==> src/hdl/digitizer_event_word_decoder_defines.svh <==
// Assertion macros for the back end of the digitizer event word decoder.
`ifndef DIGITIZER_EVENT_WORD_DECODER_DEFINES_SVH
`define DIGITIZER_EVENT_WORD_DECODER_DEFINES_SVH

// Same-cycle implication, sampled on clk_i, off while rst_ni is low.
`define DEWD_ASSERT_IMP(label, ante, cons) \
  label: assert property (@(posedge clk_i) disable iff (!rst_ni) (ante) |-> (cons)) \
    else $error("dewd same-cycle check failed");

// Next-cycle implication, sampled on clk_i, off while rst_ni is low.
`define DEWD_ASSERT_NXT(label, ante, cons) \
  label: assert property (@(posedge clk_i) disable iff (!rst_ni) (ante) |=> (cons)) \
    else $error("dewd next-cycle check failed");

`endif

==> src/hdl/dewd_pkg.sv <==
// Types and constants shared by the digitizer event word decoder modules.
package dewd_pkg;

  localparam int unsigned WordW    = 32;
  localparam int unsigned ChanW    = 6;
  localparam int unsigned NumChan  = 34;
  localparam int unsigned CntW     = 4;
  localparam int unsigned DataW    = 30;
  localparam int unsigned ValueW   = 16;
  localparam int unsigned FwW      = 4;
  localparam int unsigned IdxW     = 3;
  localparam int unsigned CigW     = 4;
  localparam int unsigned RegDataW = 32;
  localparam int unsigned PaddrW   = 3;

  localparam logic [FwW-1:0] FwSupported = 4'd2;

  localparam logic [1:0] Top2Header = 2'b01;
  localparam logic [1:0] Top2End    = 2'b11;
  localparam logic [3:0] Top4Data   = 4'b0001;

  typedef enum logic [2:0] {
    ST_HIT     = 3'd0,
    ST_HEADER  = 3'd1,
    ST_END     = 3'd2,
    ST_BAD     = 3'd3,
    ST_IGNORED = 3'd4,
    ST_DROPPED = 3'd5,
    ST_UNSUP   = 3'd6
  } status_e;

  typedef enum logic [1:0] {
    GRP_ADC  = 2'd0,
    GRP_TDC  = 2'd1,
    GRP_TRIG = 2'd2
  } group_e;

  // Classified word on its way from the front to the back.
  typedef struct packed {
    status_e              status;
    logic [ChanW-1:0]     chan;
    logic [DataW-1:0]     data;
  } cmd_t;

  // Queue status seen by the two sides.
  typedef struct packed {
    logic full;
    logic empty;
  } q_stat_t;

endpackage

==> src/hdl/dewd_queue.sv <==
// Two-entry request queue between the classifying front and the counting back.
module dewd_queue (
  input  logic            clk_i,
  input  logic            rst_ni,
  input  logic            push_i,
  input  dewd_pkg::cmd_t  push_cmd_i,
  input  logic            pop_i,
  output dewd_pkg::cmd_t  head_o,
  output dewd_pkg::q_stat_t stat_o
);

  dewd_pkg::cmd_t entry_q [2];
  logic       wr_ptr_q, wr_ptr_d;
  logic       rd_ptr_q, rd_ptr_d;
  logic [1:0] count_q, count_d;

  always_comb begin
    wr_ptr_d = push_i ? ~wr_ptr_q : wr_ptr_q;
    rd_ptr_d = pop_i  ? ~rd_ptr_q : rd_ptr_q;
    count_d  = count_q;
    if (push_i && !pop_i) begin
      count_d = count_q + 2'd1;
    end else if (pop_i && !push_i) begin
      count_d = count_q - 2'd1;
    end
  end

  always_ff @(posedge clk_i or negedge rst_ni) begin
    if (!rst_ni) begin
      wr_ptr_q <= 1'b0;
      rd_ptr_q <= 1'b0;
      count_q  <= 2'd0;
    end else begin
      wr_ptr_q <= wr_ptr_d;
      rd_ptr_q <= rd_ptr_d;
      count_q  <= count_d;
    end
  end

  always_ff @(posedge clk_i) begin
    if (push_i) begin
      entry_q[wr_ptr_q] <= push_cmd_i;
    end
  end

  assign head_o       = entry_q[rd_ptr_q];
  assign stat_o.full  = (count_q == 2'd2);
  assign stat_o.empty = (count_q == 2'd0);

endmodule

==> src/hdl/dewd_front.sv <==
// Front end: takes readout words, tracks the event state and classifies each word.
module dewd_front (
  input  logic                          clk_i,
  input  logic                          rst_ni,
  input  logic                          in_valid_i,
  output logic                          in_ready_o,
  input  logic [dewd_pkg::WordW-1:0]    word_i,
  input  logic [dewd_pkg::FwW-1:0]      fw_version_i,
  input  dewd_pkg::q_stat_t             q_stat_i,
  output logic                          push_o,
  output dewd_pkg::cmd_t                cmd_o
);

  logic                         in_event_q, in_event_d;
  logic                         accept;
  logic [1:0]                   top2;
  logic [3:0]                   top4;
  logic [dewd_pkg::ChanW-1:0]   chan;

  assign in_ready_o = !q_stat_i.full;
  assign accept     = in_valid_i && in_ready_o;
  assign push_o     = accept;

  assign top2 = word_i[31:30];
  assign top4 = word_i[31:28];
  assign chan = word_i[21:16];

  always_comb begin
    cmd_o.status = dewd_pkg::ST_IGNORED;
    cmd_o.chan   = '0;
    cmd_o.data   = '0;
    in_event_d   = in_event_q;
    if (fw_version_i != dewd_pkg::FwSupported) begin
      cmd_o.status = dewd_pkg::ST_UNSUP;
    end else if (!in_event_q) begin
      if (top2 == dewd_pkg::Top2Header) begin
        cmd_o.status = dewd_pkg::ST_HEADER;
        in_event_d   = 1'b1;
      end else begin
        cmd_o.status = dewd_pkg::ST_BAD;
      end
    end else if (top2 == dewd_pkg::Top2End) begin
      cmd_o.status = dewd_pkg::ST_END;
      cmd_o.data   = word_i[dewd_pkg::DataW-1:0];
      in_event_d   = 1'b0;
    end else if (top4 == dewd_pkg::Top4Data &&
                 chan < dewd_pkg::ChanW'(dewd_pkg::NumChan)) begin
      // The back resolves this into a stored or a dropped hit.
      cmd_o.status = dewd_pkg::ST_HIT;
      cmd_o.chan   = chan;
      cmd_o.data   = {{(dewd_pkg::DataW - dewd_pkg::ValueW){1'b0}},
                      word_i[dewd_pkg::ValueW-1:0]};
    end
  end

  always_ff @(posedge clk_i or negedge rst_ni) begin
    if (!rst_ni) begin
      in_event_q <= 1'b0;
    end else if (accept) begin
      in_event_q <= in_event_d;
    end
  end

endmodule

==> src/hdl/dewd_back.sv <==
// Back end: per-channel hit counters in a memory, hit resolution and the output register.
`include "digitizer_event_word_decoder_defines.svh"

module dewd_back #(
  parameter int unsigned HIT_LIMIT = 8
) (
  input  logic                           clk_i,
  input  logic                           rst_ni,
  input  dewd_pkg::cmd_t                 head_i,
  input  dewd_pkg::q_stat_t              q_stat_i,
  output logic                           pop_o,
  output logic                           out_valid_o,
  input  logic                           out_ready_i,
  output logic [2:0]                     status_o,
  output logic [1:0]                     group_o,
  output logic [dewd_pkg::CigW-1:0]      channel_in_group_o,
  output logic [dewd_pkg::IdxW-1:0]      hit_index_o,
  output logic [dewd_pkg::ValueW-1:0]    hit_value_o,
  output logic [dewd_pkg::DataW-1:0]     timestamp_o
);

  localparam logic [dewd_pkg::CntW-1:0] HitCap = dewd_pkg::CntW'(HIT_LIMIT);

  logic [dewd_pkg::CntW-1:0]    cnt_mem [dewd_pkg::NumChan];
  logic [dewd_pkg::NumChan-1:0] vld_q;

  logic                         b_valid_q;
  dewd_pkg::cmd_t               b_cmd_q;
  logic [dewd_pkg::CntW-1:0]    b_rd_q;
  logic                         b_vld_q;
  logic                         b_hz_q, b_hz_d;
  logic [dewd_pkg::CntW-1:0]    b_hz_cnt_q, b_hz_cnt_d;

  logic                         out_valid_q;
  dewd_pkg::status_e            out_status_q, out_status_d;
  dewd_pkg::group_e             out_group_q, out_group_d;
  logic [dewd_pkg::CigW-1:0]    out_cig_q, out_cig_d;
  logic [dewd_pkg::IdxW-1:0]    out_idx_q, out_idx_d;
  logic [dewd_pkg::ValueW-1:0]  out_val_q, out_val_d;
  logic [dewd_pkg::DataW-1:0]   out_ts_q, out_ts_d;

  logic                         b_adv;
  logic [dewd_pkg::CntW-1:0]    cnt_eff;
  logic                         is_hit;
  logic                         chan_full;
  logic                         wr_en;
  logic [dewd_pkg::CntW-1:0]    wr_data;
  logic                         clr;

  assign b_adv = b_valid_q && (!out_valid_q || out_ready_i);
  assign pop_o = !q_stat_i.empty && (!b_valid_q || b_adv);

  // A read issued while the stage ahead writes the same counter, or clears
  // them all, would see the old contents; the value is forwarded instead.
  assign cnt_eff   = b_hz_q ? b_hz_cnt_q : (b_vld_q ? b_rd_q : '0);
  assign is_hit    = (b_cmd_q.status == dewd_pkg::ST_HIT);
  assign chan_full = (cnt_eff >= HitCap);
  assign wr_en     = b_adv && is_hit && !chan_full;
  assign wr_data   = cnt_eff + dewd_pkg::CntW'(1);
  assign clr       = b_adv && (b_cmd_q.status == dewd_pkg::ST_HEADER);

  always_comb begin
    b_hz_d     = clr || (wr_en && (b_cmd_q.chan == head_i.chan));
    b_hz_cnt_d = clr ? '0 : wr_data;
  end

  always_ff @(posedge clk_i) begin
    if (wr_en) begin
      cnt_mem[b_cmd_q.chan] <= wr_data;
    end
    if (pop_o) begin
      b_rd_q <= cnt_mem[head_i.chan];
    end
  end

  always_ff @(posedge clk_i or negedge rst_ni) begin
    if (!rst_ni) begin
      vld_q <= '0;
    end else if (clr) begin
      vld_q <= '0;
    end else if (wr_en) begin
      vld_q[b_cmd_q.chan] <= 1'b1;
    end
  end

  always_ff @(posedge clk_i or negedge rst_ni) begin
    if (!rst_ni) begin
      b_valid_q <= 1'b0;
    end else if (pop_o) begin
      b_valid_q <= 1'b1;
    end else if (b_adv) begin
      b_valid_q <= 1'b0;
    end
  end

  always_ff @(posedge clk_i) begin
    if (pop_o) begin
      b_cmd_q    <= head_i;
      b_vld_q    <= vld_q[head_i.chan];
      b_hz_q     <= b_hz_d;
      b_hz_cnt_q <= b_hz_cnt_d;
    end
  end

  always_comb begin
    out_status_d = b_cmd_q.status;
    out_group_d  = dewd_pkg::GRP_ADC;
    out_cig_d    = '0;
    out_idx_d    = '0;
    out_val_d    = '0;
    out_ts_d     = '0;
    unique case (b_cmd_q.status)
      dewd_pkg::ST_HIT: begin
        out_status_d = chan_full ? dewd_pkg::ST_DROPPED : dewd_pkg::ST_HIT;
        if (b_cmd_q.chan[5]) begin
          out_group_d = dewd_pkg::GRP_TRIG;
        end else if (b_cmd_q.chan[4]) begin
          out_group_d = dewd_pkg::GRP_TDC;
        end
        out_cig_d = b_cmd_q.chan[dewd_pkg::CigW-1:0];
        out_idx_d = chan_full ? '0 : cnt_eff[dewd_pkg::IdxW-1:0];
        out_val_d = b_cmd_q.data[dewd_pkg::ValueW-1:0];
      end
      dewd_pkg::ST_END: begin
        out_ts_d = b_cmd_q.data;
      end
      default: begin
      end
    endcase
  end

  always_ff @(posedge clk_i or negedge rst_ni) begin
    if (!rst_ni) begin
      out_valid_q <= 1'b0;
    end else if (b_adv) begin
      out_valid_q <= 1'b1;
    end else if (out_ready_i) begin
      out_valid_q <= 1'b0;
    end
  end

  always_ff @(posedge clk_i) begin
    if (b_adv) begin
      out_status_q <= out_status_d;
      out_group_q  <= out_group_d;
      out_cig_q    <= out_cig_d;
      out_idx_q    <= out_idx_d;
      out_val_q    <= out_val_d;
      out_ts_q     <= out_ts_d;
    end
  end

  assign out_valid_o        = out_valid_q;
  assign status_o           = out_status_q;
  assign group_o            = out_group_q;
  assign channel_in_group_o = out_cig_q;
  assign hit_index_o        = out_idx_q;
  assign hit_value_o        = out_val_q;
  assign timestamp_o        = out_ts_q;

  `DEWD_ASSERT_IMP(a_pop_slot_free, pop_o, !b_valid_q || b_adv)
  `DEWD_ASSERT_IMP(a_cnt_bounded, wr_en, wr_data <= HitCap)
  `DEWD_ASSERT_NXT(a_header_clears, clr, vld_q == '0)

endmodule

==> src/hdl/digitizer_event_word_decoder.sv <==
// Top level of the digitizer event word decoder: configuration register and block wiring.
//
//  Channel   Direction  Handshake               Payload
//  in        input      in_valid_i/in_ready_o   word_i
//  out       output     out_valid_o/out_ready_i status_o, group_o, channel_in_group_o,
//                                               hit_index_o, hit_value_o, timestamp_o
//  cfg       input      psel/penable/pready     paddr, pwdata, pwrite, prdata
//
// One word is taken per cycle and one result given per cycle while out_ready_i stays high.
// A word passes the queue write, the counter memory read and the output register before
// its result is valid at the output; the counter memory's one read and one write port
// set this.
// Reset leaves no event open, all hit counters at zero and the firmware version at 2.
// The two-entry queue lets the input keep taking words while the output stalls,
// until it fills; a full queue drops in_ready_o.
module digitizer_event_word_decoder #(
  parameter int unsigned HIT_LIMIT = 8
) (
  input  logic                              clk_i,
  input  logic                              rst_ni,
  input  logic                              in_valid_i,
  output logic                              in_ready_o,
  input  logic [dewd_pkg::WordW-1:0]        word_i,
  output logic                              out_valid_o,
  input  logic                              out_ready_i,
  output logic [2:0]                        status_o,
  output logic [1:0]                        group_o,
  output logic [dewd_pkg::CigW-1:0]         channel_in_group_o,
  output logic [dewd_pkg::IdxW-1:0]         hit_index_o,
  output logic [dewd_pkg::ValueW-1:0]       hit_value_o,
  output logic [dewd_pkg::DataW-1:0]        timestamp_o,
  input  logic                              psel,
  input  logic                              penable,
  input  logic                              pwrite,
  input  logic [dewd_pkg::PaddrW-1:0]       paddr,
  input  logic [dewd_pkg::RegDataW-1:0]     pwdata,
  output logic [dewd_pkg::RegDataW-1:0]     prdata,
  output logic                              pready
);

  logic [dewd_pkg::FwW-1:0] fw_q;
  logic                     reg_sel;
  logic                     push;
  logic                     pop;
  dewd_pkg::cmd_t           push_cmd;
  dewd_pkg::cmd_t           head;
  dewd_pkg::q_stat_t        q_stat;

  assign pready  = 1'b1;
  assign reg_sel = (paddr[dewd_pkg::PaddrW-1] == 1'b0);
  assign prdata  = reg_sel ? {{(dewd_pkg::RegDataW - dewd_pkg::FwW){1'b0}}, fw_q} : '0;

  always_ff @(posedge clk_i or negedge rst_ni) begin
    if (!rst_ni) begin
      fw_q <= dewd_pkg::FwSupported;
    end else if (psel && penable && pwrite && pready && reg_sel) begin
      fw_q <= pwdata[dewd_pkg::FwW-1:0];
    end
  end

  dewd_front u_front (
    .clk_i        (clk_i),
    .rst_ni       (rst_ni),
    .in_valid_i   (in_valid_i),
    .in_ready_o   (in_ready_o),
    .word_i       (word_i),
    .fw_version_i (fw_q),
    .q_stat_i     (q_stat),
    .push_o       (push),
    .cmd_o        (push_cmd)
  );

  dewd_queue u_queue (
    .clk_i      (clk_i),
    .rst_ni     (rst_ni),
    .push_i     (push),
    .push_cmd_i (push_cmd),
    .pop_i      (pop),
    .head_o     (head),
    .stat_o     (q_stat)
  );

  dewd_back #(
    .HIT_LIMIT (HIT_LIMIT)
  ) u_back (
    .clk_i              (clk_i),
    .rst_ni             (rst_ni),
    .head_i             (head),
    .q_stat_i           (q_stat),
    .pop_o              (pop),
    .out_valid_o        (out_valid_o),
    .out_ready_i        (out_ready_i),
    .status_o           (status_o),
    .group_o            (group_o),
    .channel_in_group_o (channel_in_group_o),
    .hit_index_o        (hit_index_o),
    .hit_value_o        (hit_value_o),
    .timestamp_o        (timestamp_o)
  );

endmodule
==> config.mk <==
export PLATFORM = sky130hd
export DESIGN_NAME = digitizer_event_word_decoder
export DESIGN_NICKNAME = d
export VERILOG_FILES = /design/src/hdl/dewd_pkg.sv /design/src/hdl/dewd_queue.sv /design/src/hdl/dewd_front.sv /design/src/hdl/dewd_back.sv /design/src/hdl/digitizer_event_word_decoder.sv
export VERILOG_INCLUDE_DIRS = /design/src /design/src/hdl
export SDC_FILE = /design/constraint.sdc
export NUM_CORES = 1
export LEC_CHECK = 0
export BUFFER_PORTS_ARGS = -buffer_cell sky130_fd_sc_hd__buf_2
export CORE_MARGIN = 2
export CORE_UTILIZATION = 45
export DETAILED_ROUTE_END_ITERATION = 6
export SLEW_MARGIN = 40
export SYNTH_ARGS = -nofsm -noshare
export SYNTH_HDL_FRONTEND = slang
export SYNTH_SLANG_ARGS = --single-unit
export TNS_END_PERCENT = 1
==> constraint.sdc <==
create_clock -name clk_i -period 6.65 [get_ports clk_i]
set_input_delay 0.665 -clock clk_i [delete_from_list [all_inputs] [get_ports clk_i]]
set_output_delay 0.665 -clock clk_i [all_outputs]
set_load 0.01 [all_outputs]
==> impl_metrics.tcl, run 1 <==
set metrics [dict create \
    synthXorXnorAreaFrac_pct 0.714 \
    arrival_ns 4.03 \
    grt_usage_pct 19.7 \
    max_slew_margin_pct 46.4 \
    yosysSeqAreaShare_pct 67.5 \
    regToRegSetupSlack_ns 2.88 \
    cts_max_level 2 \
    cp.required_ns 6.91 \
    timing.rr.end "u_back.b_rd_q[3]" \
    fin_crit_ns 3.77 \
    max_freq_ghz 0.265 \
    finalSetupViolations 0 \
    fin_crit_sh_pct 56.7 \
    num_rows 68 \
    synthDistinctLibCells 59 \
    avgSynthCellArea_um2 13.6 \
    die_x_um 192 \
    ioPinCount 167 \
    ir_drop_mv 0.303 \
    end_kind "flop" \
    synth_top_family_by_area "simple AND/OR/NAND/NOR gates" \
    synth-compound-area-share_pct 10.5 \
    clk_latency_ns 0.53 \
    firstDrtPassIters 5 \
    syn_to_final_growth_pct 13.7 \
    yosys.area_share.simple_pct 14.3 \
    gp_congestion 0.787 \
    cts_buffers 39 \
    dr_total_vias 9812 \
    drive_above_1_share_pct 19.6 \
    root_buffer "clkbuf_16" \
    finalClockSkew_ns 0.00939 \
    grt_pass1_wl_um 54800 \
    cts_resized 0 \
    fin_nets 1358 \
    slew_viol_final 0 \
    cts_buffer_depth 3 \
    synth_enable_flop_cells 321 \
    max_slew.worst_pin.slew_ns 0.803 \
    wl_um 36100 \
    wl_per_cell_um 20.5 \
    grt_max_degree 82 \
    synthTopCellsByArea "edfxtp_1, dfrtp_1, nand2b_1" \
    post_cts_buffers 0 \
    path_clk_slew_ns 0.06 \
    layout_common_cells "edfxtp_1, nand2b_1, buf_2, and2_1, a22oi_1" \
    ys_ff_latch 366 \
    leakagePower_nw 6.50 \
    setup_slack_ns 2.88 \
    r2r-start "u_queue.rd_ptr_q" \
    fp.dieH_um 192 \
    place_hpwl_um 21400 \
    reg2reg_depth 8 \
    synth_top_area_share_pct 60.4 \
    cts_hold_buf 0 \
    dieArea_um2 37000 \
    antenna_found_initial 1 \
    start_util_pct 45.9 \
    ant_nets 0 \
    final_common_cell "edfxtp_1" \
    syn_inst 1175 \
    hold_viol_final 0 \
    grt_overflow 0 \
    start_kind "flop" \
    pre_cts_ws_ns 2.98 \
    port_buffers 107 \
    muxShareOfSynthArea_pct 3.15 \
    crit_type "flop to flop" \
    ys.flop_type "edfxtp_1" \
    drtIter0Drc 798 \
    fillerInstances 2974 \
    synth_area_leader_cell "edfxtp_1" \
    holdWs_ns 0.246 \
    power_density_nw_per_um2 441 \
    first_global_vias 9486 \
    setup_tns_ns 0 \
    via_per_inst 5.56 \
    syn_area_um2 15900 \
    worst-path-max-fanout 31 \
    clock-sinks 366 \
    rsz0062_at_grt "false" \
    status "complete, no violations" \
    ys_warn_count 0 \
    min_path_type "primary input to async pin" \
    cts_tree "done" \
    diodes 0 \
    async_reset_ff_share_pct 12.3 \
    cap_violations 0 \
    yosys.area_share.adder_pct 0.235 \
    route.detailed.drc 0 \
    coreArea_um2 34700 \
]
[through the flow]
stage / power [mW] / std cells / util, % / cell area [µm²]
5_1_grt: 8.39 / 1765 / 52.3 / 18100
3_3_place_gp: 5.89 / 1693 / 48.6 / 16900
4_1_cts: 8.06 / 1764 / 52.2 / 18100
3_5_place_dp: 5.96 / 1694 / 48.7 / 16900
2_1_floorplan: 5.08 / 1202 / - / 16000
6_report: 8.00 / 1765 / 52.3 / 18100
[where the power goes]
part           switching (mW)  total [mW]  internal [mW]
logic                    1.54        2.33          0.792
clock network           0.873        2.10           1.22
registers               0.239        3.57           3.33
[sequential cells by signal, summed over array words and instances, names as in the netlist, 16 cells and up, named ones only]
signal and count:
u_back.b_cmd_q 39, u_back.cnt_mem 136, u_back.hit_value_o 16, u_back.timestamp_o 30
u_back.vld_q 34, u_queue.entry_q 78
[synth_stat cells, drive strengths merged, types with 2 or more instances]
| library cell | instances |
|---|---|
| xnor2 | 10 |
| or2 | 3 |
| nand3 | 9 |
| o21ai | 15 |
| nor4b | 2 |
| nand2 | 22 |
| nand4 | 3 |
| o22ai | 27 |
| nor2 | 53 |
| edfxtp | 321 |
| buf | 51 |
| mux2i | 6 |
| o221ai | 16 |
| ha | 3 |
| nand3b | 5 |
| and2 | 80 |
| o21a | 35 |
| xor2 | 3 |
| nor3 | 36 |
| clkbuf | 39 |
| conb | 2 |
| dfrtp | 44 |
| nor4 | 3 |
| mux2 | 39 |
| a22oi | 79 |
| nand2b | 155 |
| nor2b | 12 |
| a211o | 2 |
| a21oi | 47 |
| o211ai | 8 |
| o32ai | 2 |
| or3b | 3 |
| inv | 20 |
| or3 | 3 |
[metal layers]
layer | global-route usage [%] | part of all wire, %
met2 | 32.1 | 47
met1 | 27.5 | 45
met3 | 3.13 | 5.9
met5 | 0 | 0
met4 | 5.26 | 2.0
[worst max path at each step]
stage	slack, ns	startpoint	end	cells after the start
6_report	2.88	u_queue.rd_ptr_q	u_back.b_rd_q[3]	8
5_1_grt	2.71	u_queue.rd_ptr_q	u_back.b_rd_q[3]	8
4_1_cts	2.96	u_queue.rd_ptr_q	u_back.b_rd_q[2]	8
3_5_place_dp	2.98	u_queue.rd_ptr_q	u_back.b_rd_q[3]	8
3_3_place_gp	2.97	u_queue.rd_ptr_q	u_back.b_rd_q[1]	8
2_1_floorplan	3.07	u_back.b_vld_q	u_back.cnt_mem[0][2]	5
[kinds of logic (layout without fill, tap and decap cells)]
logic type | after synthesis | after routing
compound gates | 240 | 240
xor+xnor | 13 | 13
fa+ha+maj | 3 | 3
buf+inv | 111 | 219
flops | 366 | 366
mux | 45 | 45
other cells | 2 | 29
simple gates | 395 | 395
[worst max-delay path, stage by stage (launching register included)]
cell	delay, ns
dfrtp_2	0.87
buf_4	0.50
nor2b_1	0.15
a21oi_4	0.29
clkinv_1	0.42
a211oi_2	0.65
o21ai_0	0.26
nand3_1	0.21
nor3_1	0.10
[layout make-up]
type	instances	area (µm²)	share of cell area, %
Tap cell	455	569	3.14
Sequential cell	366	10800	59.4
Inverter	21	78.8	0.435
Clock buffer	54	1080	5.97
Multi-Input combinational cell	725	4800	26.4
Timing Repair Buffer	128	691	3.81
Clock inverter	16	153	0.842
(Power assumes the default switching activity.)
==> inputs of run 2 (changes only) <==
--- a/config.mk
+++ b/config.mk
@@ -10,6 +10,7 @@
 export CORE_MARGIN = 2
 export CORE_UTILIZATION = 45
 export DETAILED_ROUTE_END_ITERATION = 6
+export PLACE_DENSITY = 0.66
 export SLEW_MARGIN = 40
 export SYNTH_ARGS = -nofsm -noshare
 export SYNTH_HDL_FRONTEND = slang
==> constraint.sdc (replaced) <==
create_clock -name clk_i -period 3.2 [get_ports clk_i]
set_input_delay 0.32 -clock clk_i [delete_from_list [all_inputs] [get_ports clk_i]]
set_output_delay 0.32 -clock clk_i [all_outputs]
set_load 0.01 [all_outputs]
==> run 2 against run 1 <==
  * Clock skew is 0.0092 ns higher
  * Setup slack worse by 2.5 ns
  * First-iteration DRC count is 4.9% higher
  * Total power is 110% higher
  * Hold slack worse by 0.22 ns
  * Sequential power is 110% higher
  * Via count is 1.5% higher
  * Global-route usage is 0.25 points lower
  * Flip-flop and latch count stayed put
  * Routed wire length is 0.92% lower
  * Critical path type unchanged
  * Critical endpoint is now u_back.cnt_mem[26][1]
  * Highest routed layer unchanged
==> impl_metrics.tcl, run 2 (same netlist as run 1, synthesis figures left out) <==
set metrics [dict create \
    clk_latency_ns 0.53 \
    dieArea_um2 37000 \
    hold_viol_final 0 \
    post_cts_buffers 0 \
    worstHoldStart "pwdata[2]" \
    max_stage_delay_ns 0.65 \
    end_kind "flop" \
    finalClockSkew_ns 0.0186 \
    start_util_pct 45.9 \
    grt_usage_pct 19.4 \
    port_buffers 107 \
    rsz0062_at_grt "false" \
    cts_resized 0 \
    cts_buffers 39 \
    worst-path-max-fanout 8 \
    power_density_nw_per_um2 928 \
    leakagePower_nw 6.62 \
    r2r-start "u_back.b_cmd_q[36]" \
    worstPathCellList "nor3_2 > o211ai_1 > nor3_2 > nand3_1 > nor2_1" \
    max_slew_margin_pct 47.6 \
    fin_nets 1370 \
    grt_max_degree 60 \
    syn_to_final_growth_pct 15.3 \
    via_per_inst 5.60 \
    coreArea_um2 34700 \
    holdWs_ns 0.0245 \
    dr_total_vias 9964 \
    grt_overflow 0 \
    ant_nets 0 \
    layout_common_cells "edfxtp_1, nand2b_1, buf_2, and2_1, a22oi_1" \
    reg_top3 "u_back.cnt_mem x136, u_queue.entry_q x78, u_back.b_cmd_q x39" \
    cpMaxStageDelayCell "nor2_1" \
    max_flop_register "u_back.cnt_mem" \
    fin_crit_ns 2.80 \
    first_global_vias 9871 \
    max_freq_ghz 0.357 \
    drtIter0Drc 837 \
    route.detailed.drc 0 \
    cp_top_family "simple AND/OR/NAND/NOR gates" \
    dp_cells 1706 \
    fp.dieH_um 192 \
    crit_type "flop to flop" \
    path_clk_slew_ns 0.06 \
    grt_pass1_wl_um 55000 \
    fillerInstances 2861 \
    die_x_um 192 \
    gp_congestion 0.886 \
    min_path_type "primary input to flop" \
    crit_start "u_back.b_cmd_q[36]" \
    drive_above_1_share_pct 19.9 \
    finalNonFillerCells 1780 \
    power_mw 17.1 \
    arrival_ns 2.94 \
    finalSetupViolations 0 \
    cts_hold_buf 1 \
    num_rows 68 \
    antenna_found_initial 1 \
    setup_tns_ns 0 \
    cts_buffer_depth 3 \
    cts_tree "done" \
    ir_drop_mv 0.589 \
    place_hpwl_um 22500 \
    clock-sinks 366 \
    cts_max_level 2 \
    status "complete, no violations" \
    largest_reg_flops 136 \
    start_kind "flop" \
    slew_viol_final 0 \
    firstDrtPassIters 5 \
    cpMostUsedCell "nor3_2" \
    ioPinCount 167 \
    crit_buf_inv 0 \
    max_slew.worst_pin.slew_ns 0.786 \
    cap_violations 0 \
    fin_crit_sh_pct 87.4 \
    final_common_cell "edfxtp_1" \
    root_buffer "clkbuf_16" \
    cp.required_ns 3.35 \
    wl_um 35800 \
    wl_per_cell_um 20.1 \
]
[run 2: cell count changes in the layout (fill, tap and decap cells not counted), sizes merged]
cell and delta:
buf +11, bufinv +5, clkbuf -5, clkinv +2
diode +1, dlygate4sd3 +1
[run 2: routing by layer]
metal | track usage [%] | wire length (µm) | vias to the layer above
met5 | 0 | 0 | -
met4 | 5.70 | 654 | 0
met3 | 3.02 | 2140 | 52
met2 | 32.5 | 17400 | 338
met1 | 26.2 | 15700 | 5017
li1 | - | - | 4557
[run 2: final timing paths]
kind	cells after the start	end	slack, ns
setup / recovery	5	u_back.cnt_mem[26][1]	0.40
hold / removal	2	fw_q[2]	0.02
setup reg to reg	5	u_back.cnt_mem[26][1]	0.40
hold reg to reg	1	u_back.out_valid_o	0.48
max in group asynchronous	3	u_back.vld_q[7]	2.14
min in group asynchronous	2	u_back.vld_q[1]	0.28
[run 2: stage by stage]
stage	util (%)	setup slack (ns)	cell area, µm²
floorplan	-	0.111	16100
global placement	49.1	0.538	17000
detailed placement	49.1	0.445	17000
CTS	53.0	0.423	18400
global route	53.0	0.210	18400
finish	53.0	0.402	18400
[run 2: report_power, final]
part / total (mW) / switching [mW] / internal, mW
Clock: 4.69 / 1.82 / 2.87
Sequential: 7.39 / 0.464 / 6.93
Combinational: 4.99 / 3.21 / 1.78
[run 2: layout make-up]
class,instances,area [µm²],share of cell area [%]
flip-flops and latches,366,10800,58.5
multi-input cells,725,4790,26.0
clock buffers,49,1030,5.63
repair buffers,140,848,4.61
well taps,455,569,3.10
clock inverters,23,303,1.65
inverters,21,78.8,0.429
diodes,1,2.50,0.0136
==> inputs of run 3 (changes only) <==
--- a/config.mk
+++ b/config.mk
@@ -10,7 +10,9 @@
 export CORE_MARGIN = 2
 export CORE_UTILIZATION = 45
 export DETAILED_ROUTE_END_ITERATION = 6
+export MAX_ROUTING_LAYER = met4
 export PLACE_DENSITY = 0.66
+export REMOVE_ABC_BUFFERS = 1
 export SLEW_MARGIN = 40
 export SYNTH_ARGS = -nofsm -noshare
 export SYNTH_HDL_FRONTEND = slang
==> run 3 against run 2 <==
  * Count of clock-buffer cells in the layout up 3
  * Flip-flop and latch count did not move
  * Routed wire length fell by 1.6%
  * Final cell count increased by 0.22%
  * Combinational power barely moved
  * Clock power fell by 7.5%
  * First-iteration DRC count shrank 6.5%
  * Critical endpoint is now u_back.cnt_mem[10][3]
  * Largest cell class unchanged
  * Largest power group unchanged
==> impl_metrics.tcl, run 3 (same netlist as run 1, synthesis figures left out) <==
set metrics [dict create \
    status "complete, no violations" \
    min_path_type "primary input to flop" \
    setup_tns_ns 0 \
    largest_reg_flops 136 \
    via_per_inst 5.49 \
    syn_to_final_growth_pct 15.0 \
    place_hpwl_um 22300 \
    arrival_ns 2.79 \
    max_stage_delay_ns 0.55 \
    layout_common_cells "edfxtp_1, nand2b_1, buf_2, and2_1, a22oi_1" \
    finalSetupViolations 0 \
    grt_pass1_wl_um 55200 \
    internal_power_mw 11.3 \
    fin_crit_sh_pct 81.8 \
    comb_power_share_pct 29.9 \
    leakagePower_nw 6.61 \
    ir_drop_mv 0.581 \
    clock-sinks 366 \
    seq_power_share_pct 44.2 \
    port_buffers 107 \
    power_switching_mw 5.49 \
    end_kind "flop" \
    grt_usage_pct 20.0 \
    grt_max_degree 78 \
    clk_latency_ns 0.54 \
    fin_nets 1377 \
    ioPinCount 167 \
    cpMaxStageDelayCell "nor2_1" \
    multi_input_comb_area_um2 4770 \
    final_common_cell "edfxtp_1" \
    wl_per_cell_um 19.8 \
    root_buffer "clkbuf_16" \
    coreArea_um2 34700 \
    holdPathStages 2 \
    ant_nets 0 \
    fillerInstances 2906 \
    first_global_vias 9808 \
    slew_viol_final 0 \
    worst-path-max-fanout 8 \
    max_freq_ghz 0.382 \
    worstPathCellList "nor3_2 > o211ai_1 > nor3_2 > nand3b_1 > nor2_1" \
    wl_um 35200 \
    p_clk_share_pct 25.9 \
    path_clk_slew_ns 0.06 \
    reg_top3 "u_back.cnt_mem x136, u_queue.entry_q x78, u_back.b_cmd_q x39" \
    holdWs_ns 0.0137 \
    start_kind "flop" \
    start_util_pct 45.9 \
    cts_buffers 39 \
    firstDrtPassIters 5 \
    route.detailed.drc 0 \
    num_rows 68 \
    fp.dieH_um 192 \
    dr_total_vias 9787 \
    crit_type "flop to flop" \
    rsz0062_at_grt "false" \
    cpMostUsedCell "nor3_2" \
    cap_violations 0 \
    cts_max_level 2 \
    antenna_found_initial 0 \
    power_density_nw_per_um2 912 \
    max_slew.worst_pin.slew_ns 0.781 \
    gp_congestion 0.849 \
    switching_share_pct 32.8 \
    reg2reg_depth 5 \
    fin_util_pct 52.8 \
    die_x_um 192 \
    hold_viol_final 0 \
    fin_crit_ns 2.62 \
    finalClockSkew_ns 0.0198 \
    max_flop_register "u_back.cnt_mem" \
    diodes 0 \
    cts_buffer_depth 3 \
    cts_tree "done" \
    grt_overflow 0 \
    cp.required_ns 3.37 \
    power_mw 16.7 \
    dieArea_um2 37000 \
    seqCellArea_um2 10800 \
    drtIter0Drc 783 \
    max_slew_margin_pct 47.9 \
    drive_above_1_share_pct 20.1 \
]
==> run 3: changes by cell type in the layout (fill, tap and decap cells not counted), sizes merged <==
cell and change:
buf +7, clkinv +1, bufinv -5, diode -1
clkbuf +3, inv -1
==> run 3: layer usage <==
metal  share of wire [%]  wire length [µm]  track usage, %
met4                 2.5               881            5.93
met1                  43             15300            26.5
met2                  48             16900            32.2
met3                 6.0              2110            3.15
met5                   0                 0               -
==> run 3: worst max-delay path, delay by kind of cell (launching register included) <==
family           cells  cell delay [ns]
flip-flops           1             0.47
AND/OR/NAND/NOR      4             1.45
AO/OA/AOI/OAI        1             0.33
==> run 3: final timing paths <==
kind	startpoint	endpoint	slack, ns
max in group asynchronous	rst_ni	u_back.vld_q[28]	2.37
setup reg to reg	u_back.b_cmd_q[36]	u_back.cnt_mem[10][3]	0.58
min in group asynchronous	rst_ni	u_back.vld_q[20]	0.32
hold reg to reg	u_back.b_valid_q	u_back.out_valid_o	0.49
setup / recovery	u_back.b_cmd_q[36]	u_back.cnt_mem[10][3]	0.58
hold / removal	pwdata[0]	fw_q[0]	0.01
==> run 3: stage by stage <==
stage | worst slack, ns | instance area, µm² | std cells
global route | 0.368 | 18300 | 1784
CTS | 0.588 | 18300 | 1784
floorplan | -1.73 | 15600 | 1112
finish | 0.581 | 18300 | 1784
global placement | 0.683 | 17100 | 1713
detailed placement | 0.624 | 17100 | 1713
==> run 3: final cells by class <==
type,instances,share of cell area (%)
inverters,21,0.430
flip-flops and latches,366,58.7
repair buffers,147,4.99
clock inverters,18,0.948
multi-input cells,725,26.0
clock buffers,52,5.81
well taps,455,3.10
==> run 3: power by group through the flow <==
| stage | clock network [mW] | registers (mW) | logic [mW] |
|---|---|---|---|
| 2_1_floorplan | 0 | 7.62 | 2.81 |
| 3_3_place_gp | 0 | 7.45 | 4.93 |
| 3_5_place_dp | 0 | 7.50 | 5.01 |
| 4_1_cts | 4.41 | 7.41 | 5.04 |
| 5_1_grt | 4.62 | 7.50 | 5.47 |
| 6_report | 4.34 | 7.40 | 5.00 |
==> run 3: what timing repair did <==
action,4_1_cts,5_1_grt
endpoints found under the hold margin,32,0
hold buffers,1,0
buffers inserted,0,0
resized for setup,0,0
